## config.mk

```make
export PLATFORM = sky130hd
export DESIGN_NAME = min_jerk_joint_interpolator_flat
export DESIGN_NICKNAME = d
export VERILOG_FILES = /design/src/rtl/core/mjji_pkg.sv /design/src/rtl/core/mjji_ifs.sv /design/src/rtl/core/min_jerk_joint_interpolator.sv /design/src/rtl/core/mjji_ctrl.sv /design/src/rtl/core/mjji_dpath.sv /design/src/flat_wrapper.sv
export SDC_FILE = /design/constraint.sdc
export NUM_CORES = 2
export LEC_CHECK = 0
export BUFFER_PORTS_ARGS = -buffer_cell sky130_fd_sc_hd__buf_2
export CORE_MARGIN = 10
export CORE_UTILIZATION = 45
export CTS_CLUSTER_DIAMETER = 80
export CTS_CLUSTER_SIZE = 25
export DETAILED_ROUTE_END_ITERATION = 12
export GPL_TIMING_DRIVEN = 0
export SYNTH_ARGS = -nofsm -noshare
export SYNTH_HDL_FRONTEND = slang
export SYNTH_SLANG_ARGS = --single-unit
```

## constraint.sdc

```tcl
create_clock -name clk -period 16.2 [get_ports clk]
set_clock_uncertainty 0.2 [all_clocks]
set_input_delay 0.81 -clock clk [delete_from_list [all_inputs] [get_ports clk]]
set_output_delay 0.81 -clock clk [all_outputs]
set_load 0.01 [all_outputs]
```

## src/rtl/core/mjji_pkg.sv

```systemverilog
`timescale 1ns / 1ps

package mjji_pkg;

	localparam int JOINTS    = 7;
	localparam int POS_W     = 32;
	localparam int FRAC      = 16;
	localparam int TIME_W    = 32;
	localparam int REG_W     = 24;
	localparam int KIND_W    = 2;
	localparam int CFG_IDX_W = 2;

	// blend arithmetic widths
	localparam int T_W       = FRAC + 1;
	localparam int P_W       = FRAC + 4;
	localparam int MA_W      = POS_W + 2;
	localparam int MB_W      = P_W + 1;
	localparam int PROD_W    = MA_W + MB_W;
	localparam int JIDX_W    = $clog2(JOINTS);
	localparam int DIV_CNT_W = $clog2(FRAC);

	localparam logic [REG_W-1:0] DURATION_RST = REG_W'(1000000);

	localparam logic [KIND_W-1:0] KIND_START = 2'd0;
	localparam logic [KIND_W-1:0] KIND_GOAL  = 2'd1;
	localparam logic [KIND_W-1:0] KIND_TICK  = 2'd2;

	localparam logic [CFG_IDX_W-1:0] REG_SAMPLE_PERIOD = 2'd0;
	localparam logic [CFG_IDX_W-1:0] REG_MOVE_DURATION = 2'd1;

	typedef logic signed [POS_W-1:0] pos_t;

	typedef enum logic [3:0] {
		ST_IDLE,
		ST_CHECK,
		ST_DIV,
		ST_T2,
		ST_T3,
		ST_S,
		ST_SAT,
		ST_MUL,
		ST_ACC,
		ST_FINISH
	} state_t;

	typedef enum logic [3:0] {
		OP_NONE,
		OP_CHECK,
		OP_DIV,
		OP_T2,
		OP_T3,
		OP_S,
		OP_SAT,
		OP_MUL,
		OP_ACC,
		OP_LOAD_OUT
	} op_t;

	typedef struct packed {
		logic              take;
		op_t               op;
		logic [JIDX_W-1:0] joint;
	} cmd_t;

	typedef struct packed {
		logic upd;
		logic out_busy;
	} status_t;

endpackage

```

## src/rtl/core/mjji_ifs.sv

```systemverilog
`timescale 1ns / 1ps

interface mjji_in_if;
	logic                              valid;
	logic                              ready;
	logic [mjji_pkg::KIND_W-1:0]       kind;
	logic [mjji_pkg::TIME_W-1:0]       time_us;
	logic signed [mjji_pkg::POS_W-1:0] pos_0;
	logic signed [mjji_pkg::POS_W-1:0] pos_1;
	logic signed [mjji_pkg::POS_W-1:0] pos_2;
	logic signed [mjji_pkg::POS_W-1:0] pos_3;
	logic signed [mjji_pkg::POS_W-1:0] pos_4;
	logic signed [mjji_pkg::POS_W-1:0] pos_5;
	logic signed [mjji_pkg::POS_W-1:0] pos_6;

	modport source (output valid, kind, time_us, pos_0, pos_1, pos_2, pos_3, pos_4, pos_5,
		pos_6, input ready);
	modport sink (input valid, kind, time_us, pos_0, pos_1, pos_2, pos_3, pos_4, pos_5,
		pos_6, output ready);
endinterface

interface mjji_out_if;
	logic                              valid;
	logic                              ready;
	logic                              updated;
	logic signed [mjji_pkg::POS_W-1:0] out_0;
	logic signed [mjji_pkg::POS_W-1:0] out_1;
	logic signed [mjji_pkg::POS_W-1:0] out_2;
	logic signed [mjji_pkg::POS_W-1:0] out_3;
	logic signed [mjji_pkg::POS_W-1:0] out_4;
	logic signed [mjji_pkg::POS_W-1:0] out_5;
	logic signed [mjji_pkg::POS_W-1:0] out_6;

	modport source (output valid, updated, out_0, out_1, out_2, out_3, out_4, out_5, out_6,
		input ready);
	modport sink (input valid, updated, out_0, out_1, out_2, out_3, out_4, out_5, out_6,
		output ready);
endinterface

```

## src/rtl/core/min_jerk_joint_interpolator.sv

```systemverilog
`timescale 1ns / 1ps

// channel   dir   handshake       payload
// in_ch     in    valid/ready     kind, time_us, pos_0..pos_6
// out_ch    out   valid/ready     updated, out_0..out_6
// cfg       in    cfg_we          cfg_idx, cfg_wdata
//
// start pose, goal and unknown kinds are taken in idle and give no result
// a tick that repeats the held pose goes from check to finish; an updating tick runs
// the restoring divider for t, then the shared multiplier runs
// three blend products and a product and an accumulate per joint for the seven joints
// result sits in an output register, so the next item is taken while it waits
// asynchronous active-low reset resets control, trajectory, config and out_valid state only

module min_jerk_joint_interpolator (
	input  logic                            clk,
	input  logic                            arst_n,
	mjji_in_if.sink                         in_ch,
	mjji_out_if.source                      out_ch,
	input  logic                            cfg_we,
	input  logic [mjji_pkg::CFG_IDX_W-1:0]  cfg_idx,
	input  logic [mjji_pkg::REG_W-1:0]      cfg_wdata
);

	mjji_pkg::cmd_t    cmd;
	mjji_pkg::status_t st;
	mjji_pkg::pos_t    in_pos   [mjji_pkg::JOINTS];
	mjji_pkg::pos_t    out_pose [mjji_pkg::JOINTS];

	assign in_pos[0] = in_ch.pos_0;
	assign in_pos[1] = in_ch.pos_1;
	assign in_pos[2] = in_ch.pos_2;
	assign in_pos[3] = in_ch.pos_3;
	assign in_pos[4] = in_ch.pos_4;
	assign in_pos[5] = in_ch.pos_5;
	assign in_pos[6] = in_ch.pos_6;

	assign out_ch.out_0 = out_pose[0];
	assign out_ch.out_1 = out_pose[1];
	assign out_ch.out_2 = out_pose[2];
	assign out_ch.out_3 = out_pose[3];
	assign out_ch.out_4 = out_pose[4];
	assign out_ch.out_5 = out_pose[5];
	assign out_ch.out_6 = out_pose[6];

	mjji_ctrl u_ctrl (
		.clk      (clk),
		.arst_n   (arst_n),
		.in_valid (in_ch.valid),
		.in_kind  (in_ch.kind),
		.in_ready (in_ch.ready),
		.st       (st),
		.cmd      (cmd)
	);

	mjji_dpath u_dpath (
		.clk         (clk),
		.arst_n      (arst_n),
		.cmd         (cmd),
		.st          (st),
		.cfg_we      (cfg_we),
		.cfg_idx     (cfg_idx),
		.cfg_wdata   (cfg_wdata),
		.in_kind     (in_ch.kind),
		.in_time     (in_ch.time_us),
		.in_pos      (in_pos),
		.out_ready   (out_ch.ready),
		.out_valid   (out_ch.valid),
		.out_updated (out_ch.updated),
		.out_pose    (out_pose)
	);

	// a pending result is never overwritten
	a_no_overwrite: assert property (@(posedge clk) disable iff (!arst_n)
		cmd.op == mjji_pkg::OP_LOAD_OUT |-> !(out_ch.valid && !out_ch.ready))
		else $error("result register loaded while a transaction is pending");

	// a tick transaction blocks the input until its result is built
	a_tick_blocks: assert property (@(posedge clk) disable iff (!arst_n)
		in_ch.valid && in_ch.ready && in_ch.kind == mjji_pkg::KIND_TICK |=> !in_ch.ready)
		else $error("input taken while a tick is in flight");

	// each joint accumulate follows the product of the same joint
	a_mul_acc: assert property (@(posedge clk) disable iff (!arst_n)
		cmd.op == mjji_pkg::OP_ACC |->
			$past(cmd.op) == mjji_pkg::OP_MUL && $past(cmd.joint) == cmd.joint)
		else $error("joint accumulate out of step with multiplier");

endmodule

```

## src/rtl/core/mjji_ctrl.sv

```systemverilog
`timescale 1ns / 1ps

module mjji_ctrl (
	input  logic                          clk,
	input  logic                          arst_n,
	input  logic                          in_valid,
	input  logic [mjji_pkg::KIND_W-1:0]   in_kind,
	output logic                          in_ready,
	input  mjji_pkg::status_t             st,
	output mjji_pkg::cmd_t                cmd
);

	mjji_pkg::state_t state_q, state_nxt;
	logic [mjji_pkg::DIV_CNT_W-1:0] cnt_q;
	logic [mjji_pkg::JIDX_W-1:0]    joint_q;
	logic div_last, joint_last;

	assign div_last   = (cnt_q == mjji_pkg::DIV_CNT_W'(mjji_pkg::FRAC - 1));
	assign joint_last = (joint_q == mjji_pkg::JIDX_W'(mjji_pkg::JOINTS - 1));

	always_ff @(posedge clk or negedge arst_n) begin
		if (!arst_n) begin
			state_q <= mjji_pkg::ST_IDLE;
			cnt_q   <= '0;
			joint_q <= '0;
		end else begin
			state_q <= state_nxt;
			if (state_q == mjji_pkg::ST_DIV) begin
				cnt_q <= cnt_q + 1'b1;
			end else begin
				cnt_q <= '0;
			end
			if (state_q == mjji_pkg::ST_ACC) begin
				joint_q <= joint_last ? '0 : joint_q + 1'b1;
			end else if (state_q != mjji_pkg::ST_MUL) begin
				joint_q <= '0;
			end
		end
	end

	always_comb begin
		state_nxt = state_q;
		unique case (state_q)
			mjji_pkg::ST_IDLE: begin
				if (in_valid && in_kind == mjji_pkg::KIND_TICK) begin
					state_nxt = mjji_pkg::ST_CHECK;
				end
			end
			mjji_pkg::ST_CHECK:  state_nxt = st.upd ? mjji_pkg::ST_DIV : mjji_pkg::ST_FINISH;
			mjji_pkg::ST_DIV: begin
				if (div_last) begin
					state_nxt = mjji_pkg::ST_T2;
				end
			end
			mjji_pkg::ST_T2:     state_nxt = mjji_pkg::ST_T3;
			mjji_pkg::ST_T3:     state_nxt = mjji_pkg::ST_S;
			mjji_pkg::ST_S:      state_nxt = mjji_pkg::ST_SAT;
			mjji_pkg::ST_SAT:    state_nxt = mjji_pkg::ST_MUL;
			mjji_pkg::ST_MUL:    state_nxt = mjji_pkg::ST_ACC;
			mjji_pkg::ST_ACC:    state_nxt = joint_last ? mjji_pkg::ST_FINISH : mjji_pkg::ST_MUL;
			mjji_pkg::ST_FINISH: begin
				if (!st.out_busy) begin
					state_nxt = mjji_pkg::ST_IDLE;
				end
			end
			default:             state_nxt = mjji_pkg::ST_IDLE;
		endcase
	end

	always_comb begin
		in_ready  = 1'b0;
		cmd.take  = 1'b0;
		cmd.op    = mjji_pkg::OP_NONE;
		cmd.joint = joint_q;
		unique case (state_q)
			mjji_pkg::ST_IDLE: begin
				in_ready = 1'b1;
				cmd.take = in_valid;
			end
			mjji_pkg::ST_CHECK:  cmd.op = mjji_pkg::OP_CHECK;
			mjji_pkg::ST_DIV:    cmd.op = mjji_pkg::OP_DIV;
			mjji_pkg::ST_T2:     cmd.op = mjji_pkg::OP_T2;
			mjji_pkg::ST_T3:     cmd.op = mjji_pkg::OP_T3;
			mjji_pkg::ST_S:      cmd.op = mjji_pkg::OP_S;
			mjji_pkg::ST_SAT:    cmd.op = mjji_pkg::OP_SAT;
			mjji_pkg::ST_MUL:    cmd.op = mjji_pkg::OP_MUL;
			mjji_pkg::ST_ACC:    cmd.op = mjji_pkg::OP_ACC;
			mjji_pkg::ST_FINISH: begin
				if (!st.out_busy) begin
					cmd.op = mjji_pkg::OP_LOAD_OUT;
				end
			end
			default:             cmd.op = mjji_pkg::OP_NONE;
		endcase
	end

endmodule

```

## src/rtl/core/mjji_dpath.sv

```systemverilog
`timescale 1ns / 1ps

module mjji_dpath (
	input  logic                             clk,
	input  logic                             arst_n,
	input  mjji_pkg::cmd_t                   cmd,
	output mjji_pkg::status_t                st,
	input  logic                             cfg_we,
	input  logic [mjji_pkg::CFG_IDX_W-1:0]   cfg_idx,
	input  logic [mjji_pkg::REG_W-1:0]       cfg_wdata,
	input  logic [mjji_pkg::KIND_W-1:0]      in_kind,
	input  logic [mjji_pkg::TIME_W-1:0]      in_time,
	input  mjji_pkg::pos_t                   in_pos [mjji_pkg::JOINTS],
	input  logic                             out_ready,
	output logic                             out_valid,
	output logic                             out_updated,
	output mjji_pkg::pos_t                   out_pose [mjji_pkg::JOINTS]
);

	localparam int T_W    = mjji_pkg::T_W;
	localparam int P_W    = mjji_pkg::P_W;
	localparam int FRAC   = mjji_pkg::FRAC;
	localparam int REG_W  = mjji_pkg::REG_W;
	localparam int TIME_W = mjji_pkg::TIME_W;
	localparam int POS_W  = mjji_pkg::POS_W;
	localparam int SUM_W  = P_W + 3;
	localparam logic [T_W-1:0]   T_ONE   = T_W'(1) << FRAC;
	localparam logic [SUM_W-1:0] TEN_ONE = SUM_W'(10) << FRAC;

	// configuration
	logic [REG_W-1:0] period_q, duration_q;

	// trajectory state
	mjji_pkg::pos_t start_q [mjji_pkg::JOINTS];
	mjji_pkg::pos_t goal_q  [mjji_pkg::JOINTS];
	mjji_pkg::pos_t held_q  [mjji_pkg::JOINTS];
	logic [TIME_W-1:0] motion_q, last_upd_q, elapsed_q;
	logic started_q, awaiting_q, upd_q;

	// blend unit
	logic [REG_W-1:0] rem_q;
	logic [T_W-1:0]   t_q, s_q;
	logic             tsat_q;
	logic [P_W-1:0]   p_q;
	logic signed [mjji_pkg::PROD_W-1:0] prod_q;
	logic signed [mjji_pkg::MA_W-1:0]   mul_a;
	logic signed [mjji_pkg::MB_W-1:0]   mul_b;

	logic                out_valid_q, out_upd_q;
	mjji_pkg::pos_t      out_pose_q [mjji_pkg::JOINTS];

	logic [REG_W:0]      rem_dbl;
	logic                rem_ge;
	logic [T_W-1:0]      prod_hi;
	logic [SUM_W-1:0]    t2_x, t_x, p_sum;
	logic [T_W+P_W-FRAC-1:0] s_raw;
	logic [TIME_W-1:0]   since_upd;

	assign since_upd = in_time - last_upd_q;
	assign rem_dbl   = {rem_q, 1'b0};
	assign rem_ge    = (rem_dbl >= {1'b0, duration_q});
	assign prod_hi   = prod_q[2*FRAC:FRAC];
	assign t2_x      = SUM_W'(prod_hi);
	assign t_x       = SUM_W'(t_q);
	// p = 10 - 15t + 6t^2, stays positive over [0, 1]
	assign p_sum     = TEN_ONE + (t2_x << 2) + (t2_x << 1) - ((t_x << 4) - t_x);
	assign s_raw     = prod_q[T_W+P_W-1:FRAC];

	always_comb begin
		mul_a = '0;
		mul_b = '0;
		case (cmd.op)
			mjji_pkg::OP_T2: begin
				mul_a = mjji_pkg::MA_W'(t_q);
				mul_b = mjji_pkg::MB_W'(t_q);
			end
			mjji_pkg::OP_T3: begin
				mul_a = mjji_pkg::MA_W'(prod_hi);
				mul_b = mjji_pkg::MB_W'(t_q);
			end
			mjji_pkg::OP_S: begin
				mul_a = mjji_pkg::MA_W'(prod_hi);
				mul_b = mjji_pkg::MB_W'(p_q);
			end
			mjji_pkg::OP_MUL: begin
				mul_a = mjji_pkg::MA_W'(goal_q[cmd.joint]) - mjji_pkg::MA_W'(start_q[cmd.joint]);
				mul_b = mjji_pkg::MB_W'(s_q);
			end
			default: begin
				mul_a = '0;
				mul_b = '0;
			end
		endcase
	end

	always_ff @(posedge clk or negedge arst_n) begin
		if (!arst_n) begin
			period_q   <= '0;
			duration_q <= mjji_pkg::DURATION_RST;
		end else if (cfg_we) begin
			case (cfg_idx)
				mjji_pkg::REG_SAMPLE_PERIOD: period_q   <= cfg_wdata;
				mjji_pkg::REG_MOVE_DURATION: duration_q <= cfg_wdata;
				default: ;
			endcase
		end
	end

	always_ff @(posedge clk or negedge arst_n) begin
		if (!arst_n) begin
			for (int j = 0; j < mjji_pkg::JOINTS; j++) begin
				start_q[j] <= '0;
				goal_q[j]  <= '0;
				held_q[j]  <= '0;
			end
			motion_q   <= '0;
			last_upd_q <= '0;
			elapsed_q  <= '0;
			started_q  <= 1'b0;
			awaiting_q <= 1'b1;
			upd_q      <= 1'b0;
		end else if (cmd.take) begin
			case (in_kind)
				mjji_pkg::KIND_START: begin
					if (awaiting_q) begin
						for (int j = 0; j < mjji_pkg::JOINTS; j++) begin
							start_q[j] <= in_pos[j];
						end
					end
				end
				mjji_pkg::KIND_GOAL: begin
					last_upd_q <= in_time;
					motion_q   <= in_time;
					started_q  <= 1'b0;
					awaiting_q <= 1'b0;
					for (int j = 0; j < mjji_pkg::JOINTS; j++) begin
						if (!awaiting_q) begin
							start_q[j] <= goal_q[j];
						end
						goal_q[j] <= in_pos[j];
					end
				end
				mjji_pkg::KIND_TICK: begin
					// first tick of a move latches its start time
					if (!started_q) begin
						motion_q  <= in_time;
						started_q <= 1'b1;
						elapsed_q <= '0;
						for (int j = 0; j < mjji_pkg::JOINTS; j++) begin
							held_q[j] <= start_q[j];
						end
					end else begin
						elapsed_q <= in_time - motion_q;
					end
					upd_q <= (since_upd >= TIME_W'(period_q));
					if (since_upd >= TIME_W'(period_q)) begin
						last_upd_q <= in_time;
					end
				end
				default: ;
			endcase
		end else if (cmd.op == mjji_pkg::OP_ACC) begin
			held_q[cmd.joint] <= start_q[cmd.joint] + prod_q[POS_W+FRAC-1:FRAC];
		end
	end

	// restoring divider (one quotient bit per cycle, t is one if elapsed >= duration) and blend products
	always_ff @(posedge clk) begin
		case (cmd.op)
			mjji_pkg::OP_CHECK: begin
				if (elapsed_q >= TIME_W'(duration_q)) begin
					tsat_q <= 1'b1;
					t_q    <= T_ONE;
				end else begin
					tsat_q <= 1'b0;
					t_q    <= '0;
				end
				rem_q <= elapsed_q[REG_W-1:0];
			end
			mjji_pkg::OP_DIV: begin
				if (!tsat_q) begin
					t_q   <= {t_q[T_W-2:0], rem_ge};
					rem_q <= rem_ge ? rem_dbl[REG_W-1:0] - duration_q : rem_dbl[REG_W-1:0];
				end
			end
			mjji_pkg::OP_T2: prod_q <= mul_a * mul_b;
			mjji_pkg::OP_T3: begin
				prod_q <= mul_a * mul_b;
				p_q    <= p_sum[P_W-1:0];
			end
			mjji_pkg::OP_S:   prod_q <= mul_a * mul_b;
			mjji_pkg::OP_SAT: s_q    <= (s_raw > (T_W+P_W-FRAC)'(T_ONE)) ? T_ONE : s_raw[T_W-1:0];
			mjji_pkg::OP_MUL: prod_q <= mul_a * mul_b;
			default: ;
		endcase
	end

	always_ff @(posedge clk or negedge arst_n) begin
		if (!arst_n) begin
			out_valid_q <= 1'b0;
		end else if (cmd.op == mjji_pkg::OP_LOAD_OUT) begin
			out_valid_q <= 1'b1;
		end else if (out_ready) begin
			out_valid_q <= 1'b0;
		end
	end

	always_ff @(posedge clk) begin
		if (cmd.op == mjji_pkg::OP_LOAD_OUT) begin
			out_upd_q <= upd_q;
			for (int j = 0; j < mjji_pkg::JOINTS; j++) begin
				out_pose_q[j] <= held_q[j];
			end
		end
	end

	assign st.upd      = upd_q;
	assign st.out_busy = out_valid_q && !out_ready;
	assign out_valid   = out_valid_q;
	assign out_updated = out_upd_q;
	assign out_pose    = out_pose_q;

endmodule
```

## src/flat_wrapper.sv

```systemverilog
// flat-port wrapper written by rule: the top's interface ports become plain ports
module min_jerk_joint_interpolator_flat 
  (clk, arst_n, cfg_we, cfg_idx, cfg_wdata, in_ch_valid, in_ch_kind, in_ch_time_us, in_ch_pos_0, in_ch_pos_1, in_ch_pos_2, in_ch_pos_3, in_ch_pos_4, in_ch_pos_5, in_ch_pos_6, in_ch_ready, out_ch_valid, out_ch_updated, out_ch_out_0, out_ch_out_1, out_ch_out_2, out_ch_out_3, out_ch_out_4, out_ch_out_5, out_ch_out_6, out_ch_ready);
  mjji_in_if in_ch_i ();
  mjji_out_if out_ch_i ();
  input  logic clk;
  input  logic arst_n;
  input  logic cfg_we;
  input  logic [mjji_pkg::CFG_IDX_W-1:0] cfg_idx;
  input  logic [mjji_pkg::REG_W-1:0] cfg_wdata;
  input wire logic [$bits(in_ch_i.valid)-1:0] in_ch_valid;
  input wire logic [$bits(in_ch_i.kind)-1:0] in_ch_kind;
  input wire logic [$bits(in_ch_i.time_us)-1:0] in_ch_time_us;
  input wire logic [$bits(in_ch_i.pos_0)-1:0] in_ch_pos_0;
  input wire logic [$bits(in_ch_i.pos_1)-1:0] in_ch_pos_1;
  input wire logic [$bits(in_ch_i.pos_2)-1:0] in_ch_pos_2;
  input wire logic [$bits(in_ch_i.pos_3)-1:0] in_ch_pos_3;
  input wire logic [$bits(in_ch_i.pos_4)-1:0] in_ch_pos_4;
  input wire logic [$bits(in_ch_i.pos_5)-1:0] in_ch_pos_5;
  input wire logic [$bits(in_ch_i.pos_6)-1:0] in_ch_pos_6;
  output wire logic [$bits(in_ch_i.ready)-1:0] in_ch_ready;
  output wire logic [$bits(out_ch_i.valid)-1:0] out_ch_valid;
  output wire logic [$bits(out_ch_i.updated)-1:0] out_ch_updated;
  output wire logic [$bits(out_ch_i.out_0)-1:0] out_ch_out_0;
  output wire logic [$bits(out_ch_i.out_1)-1:0] out_ch_out_1;
  output wire logic [$bits(out_ch_i.out_2)-1:0] out_ch_out_2;
  output wire logic [$bits(out_ch_i.out_3)-1:0] out_ch_out_3;
  output wire logic [$bits(out_ch_i.out_4)-1:0] out_ch_out_4;
  output wire logic [$bits(out_ch_i.out_5)-1:0] out_ch_out_5;
  output wire logic [$bits(out_ch_i.out_6)-1:0] out_ch_out_6;
  input wire logic [$bits(out_ch_i.ready)-1:0] out_ch_ready;
  assign in_ch_i.valid = in_ch_valid;
  assign in_ch_i.kind = in_ch_kind;
  assign in_ch_i.time_us = in_ch_time_us;
  assign in_ch_i.pos_0 = in_ch_pos_0;
  assign in_ch_i.pos_1 = in_ch_pos_1;
  assign in_ch_i.pos_2 = in_ch_pos_2;
  assign in_ch_i.pos_3 = in_ch_pos_3;
  assign in_ch_i.pos_4 = in_ch_pos_4;
  assign in_ch_i.pos_5 = in_ch_pos_5;
  assign in_ch_i.pos_6 = in_ch_pos_6;
  assign in_ch_ready = in_ch_i.ready;
  assign out_ch_valid = out_ch_i.valid;
  assign out_ch_updated = out_ch_i.updated;
  assign out_ch_out_0 = out_ch_i.out_0;
  assign out_ch_out_1 = out_ch_i.out_1;
  assign out_ch_out_2 = out_ch_i.out_2;
  assign out_ch_out_3 = out_ch_i.out_3;
  assign out_ch_out_4 = out_ch_i.out_4;
  assign out_ch_out_5 = out_ch_i.out_5;
  assign out_ch_out_6 = out_ch_i.out_6;
  assign out_ch_i.ready = out_ch_ready;
  min_jerk_joint_interpolator u_core (.clk(clk), .arst_n(arst_n), .in_ch(in_ch_i), .out_ch(out_ch_i), .cfg_we(cfg_we), .cfg_idx(cfg_idx), .cfg_wdata(cfg_wdata));
endmodule
```

# == Word level (Yosys, flattened, before mapping) ==
# Cells that the tools add are included.
# totals
register_bits,1183
latchBits,0
ram_bits,0
rom_bits,0
inputBits,289
output_inout_bits,227
wordCells,180
mem_count,0
# op_classes
add_sub_neg,11
multipliers,1
div,0
order_cmp,6
n_eq_ne,34
n_shift,0
mux,53
bitwise_logic,1
reduce_logical,27
# op_table
operator,count
224-bit two-way mux,5
32-bit two-way mux,15
224-bit one-hot mux with 2 select lines,1
224-bit bitwise mux,1
32-bit binary-select mux with 3-bit select,2
32-bit one-hot mux with 2 select lines,2
34-bit one-hot mux with 3 select lines,1
32-bit demux with 3-bit select,1
32-bit by 24-bit >= comparator with 1-bit output,2
32-bit subtractor,2
20-bit one-hot mux with 3 select lines,1
34-bit by 21-bit multiplier with 48-bit output,1
24-bit two-way mux,2
24-bit one-hot mux with 2 select lines,1
4-bit one-hot mux with 10 select lines,1
4-bit one-hot mux with 9 select lines,1
17-bit two-way mux,2
17-bit one-hot mux with 2 select lines,1
32-bit by 32-bit subtractor with 33-bit output,1
32-bit adder,1
4-bit by 3-bit equality test with 1-bit output (second input constant),8
4-bit two-way mux,7
25-bit by 24-bit >= comparator with 1-bit output,1
24-bit subtractor,1
other kinds (31),72

# == Depth between registers and ports, before layout ==
# logic_depth
ltp_word,8
mapped_depth,48
depth_no_buf,42

# == Cells and area by module ==
# A second synthesis with hierarchy kept.
# hier_totals
cells_unflattened,7848
area_unflattened_um2,80335.8
# modules_own_cells
module,n_inst,cells_each,area_per_inst_um2,seq_area_each_um2
mjji_dpath,1,7779,79696.4,30619.4
mjji_ctrl,1,69,639.4,275.3

# == Least setup slack after synthesis ==
# Ideal clock, no wire load.
# synth_path
path_type,register -> register
startpoint,register u_core.u_ctrl.state_q[0]
endpoint,"register u_core.u_dpath.out_pose_q, in the netlist u_core.u_dpath.out_pose[0] (enable)"
setup_ns,0.887
t_arrival_ns,11.879
required_ns,15.113
setup_slack_ns,3.234
stages_incl_launch_ff,6
path_buffers,1
synth_period_minus_slack_ns,12.966
cell_sequence,dfrtp_1 clkbuf_1 inv_1 nor2_1 nand2_1 a21oi_1
# synth_via
elab_chain_len,3
word_cells_on_any_way,11
classes_between,eq/ne (10); mux (1)
# synth_rtl
element,line_no,rtl
from (decl),mjji_ctrl.sv:13,"mjji_pkg::state_t state_q, state_nxt;"
from (signal assigned),mjji_ctrl.sv:23,state_q <= mjji_pkg::ST_IDLE;
from (signal assigned),mjji_ctrl.sv:27,state_q <= state_nxt;
4-bit equality test (tied with other cells),mjji_ctrl.sv:75,unique case (state_q)
4-bit one-hot mux with 9 select lines (*),mjji_ctrl.sv:75,
4-bit equality test (*),mjji_dpath.sv:209,if (cmd.op == mjji_pkg::OP_LOAD_OUT) begin
"to (signal, indexed assignment)",mjji_dpath.sv:212,out_pose_q[j] <= held_q[j];
to (decl),mjji_dpath.sv:50,mjji_pkg::pos_t out_pose_q [mjji_pkg::JOINTS];
# Mark *: on every way between the ends. The rest lies on a longest branch, timed or not.
# A chain may end at the register's enable or synchronous reset.

# == Worst setup path in the final report ==
# layout_path
startpoint,register u_core.u_ctrl.joint_q[1] in the netlist's numbering
endpoint,"register u_core.u_dpath.prod_q[43] in the netlist's numbering, data pin"
# layout_via
elab_chain_len,7
word_cells_on_any_way,10
classes_between,add/sub (1); mul (1); mux (7); bitwise (1)
# layout_rtl
element,line_no,rtl
from (decl),mjji_ctrl.sv:15,logic [mjji_pkg::JIDX_W-1:0] joint_q;
from (signal assigned),mjji_ctrl.sv:34,joint_q <= joint_last ? '0 : joint_q + 1'b1;
3-bit NOT with 4-bit output (not written as such) (*),mjji_dpath.sv:86,mul_a = mjji_pkg::MA_W'(goal_q[cmd.joint]) - mjji_pkg::MA_W'(start_q[cmd.joint]);
32-bit binary-select mux with 3-bit select,mjji_dpath.sv:86,
32-bit two-way mux (not written as such) (2 in series),mjji_dpath.sv:86,
32-bit by 32-bit subtractor with 33-bit output (*),mjji_dpath.sv:86,
34-bit one-hot mux with 3 select lines (*),mjji_dpath.sv:72,case (cmd.op)
34-bit by 21-bit multiplier with 48-bit output (*),--,
to (signal assigned),mjji_dpath.sv:186,mjji_pkg::OP_T2: prod_q <= mul_a * mul_b;
to (signal assigned),mjji_dpath.sv:188,prod_q <= mul_a * mul_b;
to (signal assigned),mjji_dpath.sv:191,mjji_pkg::OP_S: prod_q <= mul_a * mul_b;
to (decl),mjji_dpath.sv:45,logic signed [mjji_pkg::PROD_W-1:0] prod_q;
# Mark *: on every way between the ends. The rest lies on a longest branch, timed or not. The select of a mux whose other input is x is not followed.

==> key figures <==
Synth
  • Ys async rst share: 0.712
  • Post-Syn Area: 0.0793 mm2
  • Primary FF master, synth: dfrtp_1
  • Ys Warns: 0
  • Top-area cell type share of the netlist area: 0.260
  • Register bit total from synthesis: approximately 1.2k
  • Post-synth EDFFs: 336
  • Synth area leaders: dfrtp_1, fa_1, edfxtp_1, ha_1, mux2_2
  • Synth Area per Inst: a little over 10 um2
  • Syn Inst Count: between 7k and 8k
  • Cell taking the most area after synthesis: dfrtp_1
  • Yosys cell types: 92
  • Register area share after synthesis: 0.389

Route
  • First-pass iteration count of the detailed router: 9
  • Final wirelength: about 350 mm
  • Iteration-0 DRC count of the detailed router: about 7.9k
  • Residual DRC count: 0
  • Via count: ~66k
  • Final ANT Viol Nets: 0
  • Routed len/inst: ~32 um
  • Via/cell ratio: between 6 and 7

STA
  • Hold_ws: between 80 and 90 ps
  • Pin slew with the least headroom to its limit: around 1700 ps
  • Fmax achieved: 62.5 MHz
  • Period minus WS final: 16000 ps
  • Final setup vio count: 0
  • Tcrit/Tclk final: 0.988
  • Final hold vios: 0
  • Setup_tns: 0 ps
  • Setup WS post-layout: a little over 200 ps
  • Max-slew violations: 35
  • Normalized max-slew margin: -0.120
  • Unrepaired setup endpoints after global routing: false

Place
  • Post-DP HPWL: 276 mm
  • PortBufs: around 500
  • GP Congestion: between 1 and 1.5
  • Pre-CTS setup slack: -497 ps

Global route
  • First-pass GRT wire length: 484 mm
  • Vias in the first global route: between 60k and 70k
  • Largest net degree at the start of global routing: between 100 and 150
  • GRT Total Usage: 0.351
  • Initial antenna violation count: 36
  • Gr ovfl total: 0

Outcome
  • Status: finished, violations left
  • Failing checks: capacitance limit, slew limit

Floorplanning
  • Die H: around 440 um
  • Core area: 0.176 mm2
  • Die W: 440 um
  • Die Area: 0.194 mm2
  • Row count: approximately 150
  • Initial Utilization: 0.451
  • IO Count: about 520

Cells and area
  • Final nets: 9671
  • Share of cells above drive strength 1: 0.130
  • Most frequent cells in the layout: inv_1, nand2_1, dfrtp_1
  • Core Util, Final: 0.503
  • Most common cell after layout, fill and taps aside: inv_1
  • Area growth syn-to-layout: 11.5%

Min path
  • Hold_sp: in_ch_pos_3[17]
  • Hold Path Class: input port to flip-flop

Setup path
  • Startpoint types: flip-flop
  • Critical Path AT: 16270 ps
  • Slowest cell delay on critical path: roughly 1100 ps
  • CP most frequent cell: fa_1
  • RR Startpoint: u_core.u_ctrl.joint_q[1]
  • Worst Setup SP: u_core.u_ctrl.joint_q[1]
  • Setup Crit Path Kind: flip-flop to flip-flop
  • CP max stage cell: clkbuf_1
  • Setup slack, reg-to-reg: about 200 ps
  • Max Fanout on Critical Path: 19
  • Critical Path Sink Type: flip-flop
  • Required @ worst endpoint: about 16000 ps

Job
  • Max-cap violations: 4

Clocking
  • CTS Root Buffer Type: clkbuf_16
  • CTS Buf Count: 74
  • Clk sinks: roughly 1.2k
  • Maximum buffer depth of the clock tree: 3
  • CTS clk-pin slew, worst paths: ~120 ps
  • H-tree depth: 3
  • CTS tree: done
  • Worst-skew pair later-pin latency: a little under 800 ps

Power
  • PwrDens: 238 mW/mm2
  • Peak supply drop: about 0.19 mV
  • Leak: about 40 nW
==> what timing repair did <==
item | in CTS | in global routing
setup buffers | 0 | 0
endpoints found under the hold margin | 67 | 0
endpoints found under the setup margin | 6 | 9
pin swaps | 0 | 0
resized for setup | 2 | 30
hold buffers | 1 | 0
==> final timing paths <==
path / to / cells past startpoint
min in group asynchronous: u_core.u_dpath.held_q[143] / 2
worst min-delay path: u_core.u_dpath.goal_q[113] / 2
worst max-delay path: u_core.u_dpath.prod_q[43] / 43
worst max register to register: u_core.u_dpath.prod_q[43] / 43
max in group asynchronous: u_core.u_dpath.held_q[36] / 6
worst min register to register: u_core.u_dpath.out_pose[211] / 0
==> area by class of cell <==
class / instances / area (um2)
Multi-Input combinational cell: 5323 / 43800
Sequential cell: 1167 / 30900
Fill cell: 16556 / 87300
Tap cell: 2340 / 2930
Clock buffer: 91 / 1980
Clock inverter: 46 / 639
Antenna cell: 26 / 65.1
Timing Repair Buffer: 554 / 3230
Inverter: 902 / 3390
Buffer: 381 / 1500
==> power by group <==
group	total [mW]	switching, mW	internal, mW
Sequential	5.53	1.15	4.38
Clock	2.20	1.25	0.954
Combinational	13.3	8.63	4.71
==> through the flow <==
stage	area, um2	power, mW	cells
6_report	88400	21.1	10830
5_1_grt	88400	22.4	10817
4_1_cts	88300	20.8	10805
3_5_place_dp	85700	18.5	10668
3_3_place_gp	85000	18.2	10631
2_1_floorplan	79500	13.6	7776
==> cells by family (layout without fill, tap and decap cells) <==
family	Yosys count	after routing	synth area share
AOI/OAI and AO/OA	1628	1628	0.130
xor gates and xnor gates	183	183	0.0204
adders and majority gates	979	979	0.214
buffers and inverters	1286	1974	0.0613
DFF	1167	1167	0.389
muxes	618	618	0.0848
other	2	62	0.0000947
and+or+nand+nor	1879	1879	0.100
==> Yosys cell counts (all sizes together), types with 11 or more instances <==
| library cell | number |
|---|---|
| inv | 902 |
| nand2 | 842 |
| dfrtp | 823 |
| nor2 | 651 |
| fa | 634 |
| o21ai | 507 |
| a21oi | 361 |
| ha | 345 |
| clkbuf | 337 |
| edfxtp | 336 |
| mux2 | 334 |
| mux2i | 283 |
| a22oi | 143 |
| o22ai | 121 |
| xnor2 | 120 |
| a21o | 115 |
| a22o | 91 |
| nand3 | 76 |
| xor2 | 62 |
| and2 | 56 |
| nor2b | 54 |
| nand2b | 49 |
| buf | 47 |
| o21a | 45 |
| and3 | 37 |
| nor3 | 32 |
| a31oi | 31 |
| a221o | 27 |
| a221oi | 26 |
| nand4 | 23 |
| o21bai | 21 |
| a211oi | 18 |
| a21boi | 18 |
| o31ai | 15 |
| nor4 | 13 |
| o211ai | 13 |
| o2111ai | 11 |
| or3 | 11 |
==> critical path, delay by kind of cell, from the launching register on <==
kind / cells / cell delay [ps]
AO/OA/AOI/OAI: 14 / 4190
XOR/XNOR: 2 / 520
adder cells (fa/ha/maj): 9 / 4080
buffers and inverters: 10 / 3590
flip-flops: 1 / 440
AND/OR/NAND/NOR: 8 / 2630
==> routing by layer <==
| layer | up-vias | GRT usage | wire [um] |
|---|---|---|---|
| met4 | 2 | 0.256 | 31900 |
| li1 | 27461 | - | - |
| met3 | 955 | 0.101 | 36500 |
| met2 | 3980 | 0.512 | 146000 |
| met1 | 33390 | 0.444 | 131000 |
| met5 | - | 0 | 133 |
==> state kept, by name, summed over array words and instances, names as in the netlist, 4 cells and up <==
signal	count
u_core.u_ctrl.cnt_q	4
u_core.u_ctrl.state_q	4
u_core.u_dpath.prod_q	32
u_core.u_dpath.motion_q	32
u_core.u_dpath.period_q	24
u_core.u_dpath.goal_q	224
u_core.u_dpath.t_q	17
u_core.u_dpath.s_q	17
u_core.u_dpath.elapsed_q	32
u_core.u_dpath.held_q	224
u_core.u_dpath.duration_q	24
u_core.u_dpath.start_q	224
u_core.u_dpath.out_pose	224
u_core.u_dpath.p_q	20
u_core.u_dpath.last_upd_q	32
u_core.u_dpath.rem_q	24
(Power assumes the default switching activity.)
